--- config.mk ---
export PLATFORM = sky130hd
export DESIGN_NAME = mrthi_ram
export DESIGN_NICKNAME = d
export VERILOG_FILES = /design/src/hw/rtl/mlp_relu_two_hidden_inference_unit_defines.svh /design/src/hw/rtl/mrthi_ram.sv
export SDC_FILE = /design/constraint.sdc
export NUM_CORES = 1
export LEC_CHECK = 0
export ABC_CLOCK_PERIOD_IN_PS = 5850
export BUFFER_PORTS_ARGS = -buffer_cell sky130_fd_sc_hd__buf_2
export CAP_MARGIN = 20
export CORE_ASPECT_RATIO = 0.9
export CORE_UTILIZATION = 30
export DETAILED_ROUTE_END_ITERATION = 10
export SYNTH_ARGS = -nofsm -noshare
export SYNTH_HDL_FRONTEND = slang
export SYNTH_SLANG_ARGS = --single-unit
--- constraint.sdc ---
create_clock -name clock -period 5.85 [get_ports clock]
set_clock_uncertainty 0.05 [all_clocks]
set_input_delay 1.755 -clock clock [delete_from_list [all_inputs] [get_ports clock]]
set_output_delay 1.755 -clock clock [all_outputs]
set_load 0.005 [all_outputs]
--- src/hw/rtl/mlp_relu_two_hidden_inference_unit_defines.svh ---
// assertion macros for the perceptron inference unit
// no dependencies; taken in by the files that assert
`ifndef MLP_RELU_TWO_HIDDEN_INFERENCE_UNIT_DEFINES_SVH
`define MLP_RELU_TWO_HIDDEN_INFERENCE_UNIT_DEFINES_SVH

// checked on every edge outside reset
`define MRTHI_ASSERT(label, clk, rst, prop, msg) \
   label: assert property (@(posedge clk) disable iff (rst) prop) else $error(msg);

// checked on every edge, reset included
`define MRTHI_ASSERT_ALWAYS(label, clk, prop, msg) \
   label: assert property (@(posedge clk) prop) else $error(msg);

`endif

--- src/hw/rtl/mrthi_ram.sv ---
// generic single write port, single read port ram with registered read
// no dependencies
`default_nettype none

module mrthi_ram #(
   parameter int WIDTH = 16,
   parameter int DEPTH = 16,
   parameter int AW    = (DEPTH > 1) ? $clog2(DEPTH) : 1
) (
   input  wire logic             clock,
   input  wire logic             we,
   input  wire logic [AW-1:0]    waddr,
   input  wire logic [WIDTH-1:0] wdata,
   input  wire logic [AW-1:0]    raddr,
   output logic      [WIDTH-1:0] rdata
);

   logic [WIDTH-1:0] mem [DEPTH];

   always_ff @(posedge clock) begin
      if (we) begin
         mem[waddr] <= wdata;
      end
      rdata <= mem[raddr];
   end

endmodule

`default_nettype wire

==> results_dict.tcl <==
set metrics [dict create \
    drt_iter0_drc 326 \
    power.density_mw_per_mm2 350 \
    port_buffers 41 \
    synth_top_family_by_area "multiplexers" \
    ant_nets 0 \
    ctsResizeCount 0 \
    synth_area_leaders "edfxtp_1, mux4_2, dfxtp_1" \
    cts_buffers 26 \
    worst-path-buf-inv 2 \
    postCtsSetupRepairBufs 0 \
    die_w_um 195 \
    grt_pass1_vias 4886 \
    layout-drive-gt1-share_pct 33.3 \
    clock-sinks 272 \
    place_congestion 0.703 \
    ys_ff_latch 272 \
    synthMuxAreaShare_pct 14.7 \
    yosysWarnings 0 \
    place_hpwl_um 11500 \
    htreeDepth 1 \
    synthSimpleGateAreaFrac_pct 1.92 \
    clockRootBuffer "clkbuf_16" \
    grt_max_degree 51 \
    hold_viol_final 0 \
    wire_per_inst_um 22.8 \
    syn_area_per_cell_um2 23.2 \
    rsz0062_at_grt "no" \
    fin_setup_tns_ns 0 \
    pin_count 42 \
    cp_max_fo 41 \
    synth_cell_types 19 \
    clk_path_buf_depth 3 \
    slew_headroom_pct 29.4 \
    max_freq_mhz 297 \
    grt_overflow 0 \
    tritoncts "done" \
    synth_compound_area_share_pct 2.39 \
    nNetsFinal 529 \
    drc 0 \
    rows 63 \
    vias 4568 \
    synth_top_area_share_pct 76.5 \
    power.leakage_nw 3.79 \
    synth_nets 458 \
    core_area_mm2 0.0329 \
    syn-instance-count 432 \
    crit_family "buffers and inverters" \
    setup_viol 0 \
    status "complete, no violations" \
    hold_path_class "flop to flop" \
    slew_violations 0 \
    synth_area_mm2 0.0100 \
    synth_seq_area_share_pct 79.7 \
    post-route-period-util_pct 57.5 \
    fin_ws_ns 2.49 \
    finalWirelength_um 21400 \
    antenna_found_initial 0 \
    drv_cap 0 \
    finalPower_w 0.00412 \
    tightest_slew_ns 1.06 \
    cp.required_ns 6.19 \
    synth_xor_area_share_pct 0 \
    synth_top_cell_by_area "edfxtp_1" \
    cp_cell_sequence "buf_2 > buf_4 > mux4_1 > a22oi_1 > nand2_1" \
    cp.arrival_ns 3.70 \
    synthToLayoutAreaGrowth_pct 17.2 \
    synth_fa_ha_area_share_pct 0 \
    dpl_worst_slack_ns 1.89 \
    startpoint_type "input port" \
    via_per_inst 4.85 \
    grt_pass1_wl_um 32100 \
    insertedDiodeCount 0 \
    crit_path_max_incr_delay_ns 0.62 \
    firstDrtPassIters 4 \
    cpMaxStageDelayCell "buf_4" \
    fp.dieH_um 176 \
    clk_latency_ns 0.53 \
    clk_pin_slew_ns 0.06 \
    cp-end-kind "flop" \
    critical_path_class "input port to flop" \
    initial_core_util_pct 30.5 \
    cts_hold_buffers 0 \
    finalCriticalPeriod_ns 3.36 \
    grt_use_total_pct 12.8 \
    die_area_mm2 0.0342 \
    ir_drop_mv 0.218 \
]
[logic make-up (layout without fill, tap and decap cells)]
group                  Yosys count  count (layout)
DFF                            272             272
buffers and inverters           21             109
muxes                           64              64
AOI/OAI and AO/OA               32              32
and+or+nand+nor                 43              43
[worst min-delay path: cells and delay by family (launching register included)]
kind,cells,cell delay (ns)
compound gates,1,0.06
flops,1,0.32
mux,1,0.22
simple gates,1,0.05
[final timing paths]
check,startpoint,end,slack [ns],cells past startpoint
min,mem[12][0],rdata[0],0.62,3
max,raddr[1],rdata[9],2.49,5
min reg2reg,mem[12][0],rdata[0],0.62,3
max reg2reg,mem[10][9],rdata[9],4.39,3
[routing by layer]
layer,vias up,GRT usage [%],routed length [µm]
met5,-,0,0
met4,0,3.15,445
met3,32,1.92,1240
met2,129,22.1,10800
met1,2429,17.2,9000
li1,1978,-,-
[report_power, final]
group | switching (W) | internal (W) | total, W
Clock | 0.000693 | 0.00104 | 0.00174
Combinational | 0.000108 | 0.0000792 | 0.000187
Sequential | 0.0000127 | 0.00218 | 0.00219
Total | 0.000814 | 0.00330 | 0.00412
[layout make-up]
type                            count  area, µm²
Fill cell                        3007      21200
Clock buffer                       30        676
Multi-Input combinational cell    139       1960
Clock inverter                     15        209
Sequential cell                   272       8010
Tap cell                          422        528
Timing Repair Buffer               64        388
[through the flow]
stage / hold WS (ns) / std cells / area, µm² / util, %
after detailed placement: 0.608 / 896 / 10900 / 33.0
after global routing: 0.648 / 942 / 11800 / 35.7
after CTS: 0.624 / 941 / 11800 / 35.7
after global placement: 0.603 / 896 / 10900 / 33.0
after floorplan: 0.585 / 432 / 10000 / -
final: 0.624 / 942 / 11800 / 35.7
[layout by cell type (no fill, tap or decap), types with 2 or more instances in the layout]
master | netlist | final
nor2b_1 | 2 | 2
nand2b_1 | 2 | 2
nand3b_1 | 2 | 2
buf_2 | 3 | 40
buf_4 | 3 | 23
nor3_2 | 0 | 4
clkbuf_1 | 8 | 3
dfxtp_1 | 16 | 16
mux4_1 | 10 | 10
edfxtp_1 | 256 | 256
mux4_2 | 54 | 54
clkbuf_16 | 0 | 26
a22oi_1 | 32 | 32
nor2_2 | 0 | 12
clkinv_1 | 0 | 4
bufinv_16 | 0 | 5
nand2_1 | 17 | 17
clkinv_2 | 0 | 4
[cell usage after synthesis]
cell type and number:
a22oi_1 32, and2_1 1, buf_1 3, buf_2 3, buf_4 3, buf_6 4
clkbuf_1 8, dfxtp_1 16, edfxtp_1 256, mux4_1 10, mux4_2 54, nand2_1 17
nand2b_1 2, nand3_1 1, nand3b_1 2, nor2_1 13, nor2b_1 2, nor3_1 4
or3b_2 1
[flip-flops by register name, indices dropped and copies added, names as in the netlist]
name and count:
rdata 16, mem 256
No activity file was read; power rests on OpenSTA's default activity.
