### config.mk
export PLATFORM = sky130hd
export DESIGN_NAME = mrthi_mac
export DESIGN_NICKNAME = d
export VERILOG_FILES = /design/src/hw/rtl/mlp_relu_two_hidden_inference_unit_defines.svh /design/src/hw/rtl/mrthi_pkg.sv /design/src/hw/rtl/mrthi_mac.sv
export SDC_FILE = /design/constraint.sdc
export NUM_CORES = 2
export LEC_CHECK = 0
export BUFFER_PORTS_ARGS = -buffer_cell sky130_fd_sc_hd__buf_2
export CORE_ASPECT_RATIO = 0.75
export CORE_MARGIN = 2
export CORE_UTILIZATION = 51
export DETAILED_ROUTE_END_ITERATION = 8
export PLACE_DENSITY_LB_ADDON = 0.05
export SYNTH_ARGS = -nofsm -noshare
export SYNTH_HDL_FRONTEND = slang
export SYNTH_SLANG_ARGS = --single-unit
### constraint.sdc
create_clock -name clock -period 14.6 [get_ports clock]
set_clock_uncertainty 0.1 [all_clocks]
set_input_delay 0 -clock clock [delete_from_list [all_inputs] [get_ports clock]]
set_output_delay 0 -clock clock [all_outputs]
set_load 0.01 [all_outputs]
### src/hw/rtl/mlp_relu_two_hidden_inference_unit_defines.svh
// assertion macros for the perceptron inference unit
// no dependencies; taken in by the files that assert
`ifndef MLP_RELU_TWO_HIDDEN_INFERENCE_UNIT_DEFINES_SVH
`define MLP_RELU_TWO_HIDDEN_INFERENCE_UNIT_DEFINES_SVH

// checked on every edge outside reset
`define MRTHI_ASSERT(label, clk, rst, prop, msg) \
   label: assert property (@(posedge clk) disable iff (rst) prop) else $error(msg);

// checked on every edge, reset included
`define MRTHI_ASSERT_ALWAYS(label, clk, prop, msg) \
   label: assert property (@(posedge clk) prop) else $error(msg);

`endif

### src/hw/rtl/mrthi_pkg.sv
// shared types, codes and defaults of the perceptron inference unit
// no dependencies
`default_nettype none

package mrthi_pkg;

   localparam int HIDDEN_ONE_DEF  = 1000;
   localparam int HIDDEN_TWO_DEF  = 500;
   localparam int WEIGHT_BITS_DEF = 16;
   localparam int ACT_BITS_DEF    = 32;

   localparam int W_FRAC  = 12;
   localparam int ACT_ONE = 65536;

   localparam logic FUNC_LOAD = 1'b0;
   localparam logic FUNC_EVAL = 1'b1;

   localparam logic [1:0] LAYER_ONE = 2'd0;
   localparam logic [1:0] LAYER_TWO = 2'd1;
   localparam logic [1:0] LAYER_OUT = 2'd2;

   typedef enum logic [1:0] {
      ST_IDLE,
      ST_ISSUE,
      ST_DRAIN,
      ST_OUTPUT
   } state_type;

   typedef struct packed {
      logic vld;
      logic first;
      logic last;
   } mac_ctl_type;

   typedef struct packed {
      logic vld;
      logic sat;
   } mac_res_type;

   function automatic int addr_bits(input int depth);
      return (depth > 1) ? $clog2(depth) : 1;
   endfunction

endpackage

`default_nettype wire

### src/hw/rtl/mrthi_mac.sv
// shared multiply-accumulate unit with rescale and saturation
// depends on mrthi_pkg
`default_nettype none

module mrthi_mac import mrthi_pkg::*; #(
   parameter int WEIGHT_BITS = WEIGHT_BITS_DEF,
   parameter int OPND_W      = 32,
   parameter int ACT_BITS    = ACT_BITS_DEF,
   parameter int TERMS       = HIDDEN_ONE_DEF + 1
) (
   input  wire logic                          clock,
   input  wire logic                          reset,
   input  wire mac_ctl_type                   ctl,
   input  wire logic signed [WEIGHT_BITS-1:0] weight,
   input  wire logic signed [OPND_W-1:0]      opnd,
   output mac_res_type                        res,
   output logic signed [ACT_BITS-1:0]         value
);

   localparam int PW    = WEIGHT_BITS + OPND_W;
   localparam int ACC_W = PW + $clog2(TERMS + 1);
   localparam logic signed [ACC_W-1:0] SAT_HI = ACC_W'((64'sd1 <<< (ACT_BITS - 1)) - 64'sd1);
   localparam logic signed [ACC_W-1:0] SAT_LO = -SAT_HI - ACC_W'(1);
   localparam logic signed [ACC_W-1:0] RND    = ACC_W'(1) <<< (W_FRAC - 1);

   mac_ctl_type             p2_ctl_ff;
   logic signed [PW-1:0]    prod_ff;
   logic signed [ACC_W-1:0] acc_ff;
   logic                    fin_ff;
   logic signed [ACC_W-1:0] scaled;

   always_ff @(posedge clock) begin
      if (reset) begin
         p2_ctl_ff <= '0;
         fin_ff    <= 1'b0;
      end else begin
         p2_ctl_ff <= ctl;
         fin_ff    <= p2_ctl_ff.vld && p2_ctl_ff.last;
      end
      prod_ff <= PW'(weight) * PW'(opnd);
      if (p2_ctl_ff.vld) begin
         acc_ff <= p2_ctl_ff.first ? ACC_W'(prod_ff) : ACC_W'(acc_ff + ACC_W'(prod_ff));
      end
   end

   // round half up, drop the weight fraction
   always_comb begin
      scaled    = (acc_ff + RND) >>> W_FRAC;
      res.vld   = fin_ff;
      res.sat   = 1'b0;
      priority if (scaled > SAT_HI) begin
         value   = ACT_BITS'(SAT_HI);
         res.sat = fin_ff;
      end else if (scaled < SAT_LO) begin
         value   = ACT_BITS'(SAT_LO);
         res.sat = fin_ff;
      end else begin
         value   = ACT_BITS'(scaled);
      end
   end

endmodule

`default_nettype wire

==> results.py <==
metrics = {
    "clocking": {
        "post_cts_buffers": 0,
        "cts_root_buf": "clkbuf_16",
        "cts_resized": 0,
        "cts_buffers": 9,
        "cts_sinks": 110,
        "clkTransAtPathRegs_ps": 80,
        "cts.htree.levels": 3,
        "cts_tree": "yes",
        "insertion_delay_ps": 370,
        "clock_path_buffers": 2,
        "postCtsHoldBufs": 5,
    },
    "layout": {
        "fin_nets": 3716,
        "final_cells": 3666,
        "num_antenna_cells": 0,
        "drive_gt1_share_pct": 5.15,
        "synthToLayoutAreaGrowth_pct": 4.42,
        "nFillCells": 4778,
    },
    "setup_path": {
        "critPathRequiredTime_ps": 14760,
        "crit_chain": "dlygate4sd3_1, buf_2, nand2b_1, fa_1, fa_1, inv_1, fa_1, fa_1, fa_1, inv_1, fa_1, inv_1, ha_1, nand3_1, o41ai_1, a41o_1, a31oi_1, o311ai_1, a21oi_1, xnor2_1",
        "crit_top_cell": "fa_1",
        "path_buf_inv": 5,
        "rr_worst_depth": 10,
        "rr_startpoint": "acc_ff[12]",
        "cp-startpoint": "opnd[0]",
        "r2r-end": "acc_ff[57]",
        "critPathTopFamily": "adder cells",
        "rrSetupSlack_ps": 10700,
        "cp_slowest_stage_delay_ps": 800,
        "crit_path_top_delay_cell": "o41ai_1",
        "end_kind": "flip-flop",
        "startpoint_type": "primary input",
        "worstSetupPathType": "primary input to flip-flop",
        "arrival_ps": 7190,
        "critPathMaxFanout": 16,
        "crit_cells": 20,
        "crit_path_end": "prod_ff[43]",
    },
    "place": {
        "numPortBuffers": 86,
        "placed_cells": 3645,
        "pre_cts_ws_ps": 7330,
        "dp_hpwl_um": 53500,
        "gp_congestion": 0.882,
    },
    "grt": {
        "grt-ovfl-total": 0,
        "grt_pass1_wl_um": 116000,
        "track_usage_pct": 27.4,
        "antenna_found_initial": 0,
        "grt_start_max_net_pins": 64,
        "grt_pass1_vias": 21868,
    },
    "run_status": {
        "status": "finished, final reports clean",
    },
    "floorplanning": {
        "core_area_um2": 50500,
        "die_w_um": 266,
        "fp.dieArea_um2": 53200,
        "die_h_um": 200,
        "start_util_pct": 51.9,
        "row_count": 71,
        "num_io_pins": 87,
    },
    "drt": {
        "drtIter0Drc": 1266,
        "wl_per_cell_um": 18.8,
        "drt-pass1-iter-count": 7,
        "drtAntennaViolNets": 0,
        "avgViaCountPerCell": 5.59,
        "route.detailed.drc": 0,
        "wl_um": 69000,
        "vias": 20503,
    },
    "synth": {
        "synth_warnings": 0,
        "synth_fp_nets": 3736,
        "synth-edff-count": 58,
        "yosysTopAreaCellShare_pct": 37.2,
        "syn_inst": 3024,
        "yosysTopAreaCell": "fa_1",
        "synth_cell_types": 85,
        "ys_async_sr_fraction_pct": 0,
        "seq_area_frac_synth_pct": 10.6,
        "synth_area_leaders": "fa_1 37%, inv_1 8.8%, ha_1 8.2%, edfxtp_1 6.6%, nand2_1 5.9%",
        "syn_area_um2": 26200,
        "ys_seq_elements": 110,
        "synthFlopType": "edfxtp_1",
        "syn_area_per_cell_um2": 8.66,
    },
    "sta": {
        "setup_slack_ps": 7560,
        "hold_ws_ps": 217,
        "slew_viol_final": 0,
        "hold_viol_final": 0,
        "final.setup.tns_ps": 0,
        "post-route-period-util_pct": 48.2,
        "fmax_ghz": 0.142,
        "setup_viol": 0,
        "grt_setup_unrepaired": "no",
        "worstMarginPinSlew_ps": 1140,
        "slew_headroom_pct": 23.7,
        "min_period_ps": 7040,
    },
    "flow_run": {
        "maxCapViolations": 0,
    },
    "min_path": {
        "min_path_type": "primary input to flip-flop",
    },
}
cells in the mapped netlist, types with 12 or more instances:
| library cell | instances |
|---|---|
| edfxtp_1 | 58 |
| ha_1 | 172 |
| nor2b_1 | 12 |
| o21ai_2 | 20 |
| a21o_1 | 58 |
| and2_1 | 218 |
| nand3_1 | 41 |
| a211oi_1 | 14 |
| nor2_1 | 86 |
| a31oi_1 | 12 |
| fa_1 | 487 |
| nand4_1 | 34 |
| inv_1 | 616 |
| xnor2_1 | 84 |
| o21ai_0 | 105 |
| o211ai_1 | 15 |
| xor2_1 | 46 |
| nor3_1 | 19 |
| clkbuf_1 | 124 |
| nand2_1 | 415 |
| and3_1 | 17 |
| o21bai_1 | 21 |
| o21a_1 | 12 |
| nand2b_1 | 24 |
| a21oi_1 | 102 |
| dfxtp_1 | 52 |
| o21ai_1 | 15 |
worst min-delay path: stages:
cell	delay (ps)
buf_2	310
and2_1	200
ha_1	140
layer usage:
metal	wire length, um	vias to the layer above	share of wire [%]	track usage [%]
li1	-	9412	-	-
met1	31100	10359	45	39.1
met2	32400	635	47	45.0
met3	4090	97	5.9	3.36
met4	1470	0	2.1	6.12
met5	0	-	0	0
state kept, by name, summed over array words and instances, names as in the netlist:
| signal | cells |
|---|---|
| acc_ff | 58 |
| fin_ff | 1 |
| p2_ctl_ff | 3 |
| prod_ff | 48 |
metrics by stage:
step                      instance area [um2]  utilization (%)
after detailed placement                27000             53.5
after CTS                               27400             54.2
after floorplan                         26200                -
after global placement                  27000             53.5
after global routing                    27400             54.2
final                                   27400             54.2
layout make-up:
cell class	instances	area, um2	area share [%]
clock buffers	9	225	0.823
clock inverters	7	83.8	0.306
repair buffers	101	556	2.03
inverters	618	2320	8.48
well taps	657	822	3.00
flip-flops and latches	110	2790	10.2
multi-input cells	2164	20600	75.2
kinds of logic (layout without fill, tap and decap cells):
family,after synthesis,in the layout,share of synthesized area [%]
XOR/XNOR,130,130,4.35
multiplexers,10,10,0.401
flip-flops,110,110,10.6
AO/OA/AOI/OAI,439,439,10.8
buffers and inverters,750,735,10.9
AND/OR/NAND/NOR,926,926,17.5
adder cells (fa/ha/maj),659,659,45.4
cells in the final DEF (no fill, tap or decap), types with 14 or more instances in the layout:
| cell | count |
|---|---|
| inv_1 | 616 |
| fa_1 | 487 |
| nand2_1 | 415 |
| and2_1 | 218 |
| ha_1 | 172 |
| o21ai_0 | 105 |
| a21oi_1 | 102 |
| nor2_1 | 86 |
| buf_2 | 86 |
| xnor2_1 | 84 |
| a21o_1 | 58 |
| edfxtp_1 | 58 |
| dfxtp_1 | 50 |
| xor2_1 | 46 |
| nand3_1 | 41 |
| nand4_1 | 34 |
| nand2b_1 | 24 |
| o21bai_1 | 21 |
| o21ai_2 | 20 |
| nor3_1 | 19 |
| and3_1 | 17 |
| o211ai_1 | 15 |
| o21ai_1 | 15 |
| a211oi_1 | 14 |
how the worst min path moves through the flow:
stage             from  cells after the start            to
2_1_floorplan    reset                      1        fin_ff
3_3_place_gp     reset                      2  p2_ctl_ff[0]
3_5_place_dp     reset                      2  p2_ctl_ff[0]
4_1_cts        opnd[1]                      3    prod_ff[1]
5_1_grt        opnd[1]                      3    prod_ff[1]
6_report       opnd[1]                      3    prod_ff[1]
Power is not shown: default switching activity piles up to over one toggle a cycle in this logic, so the estimate is an artifact.
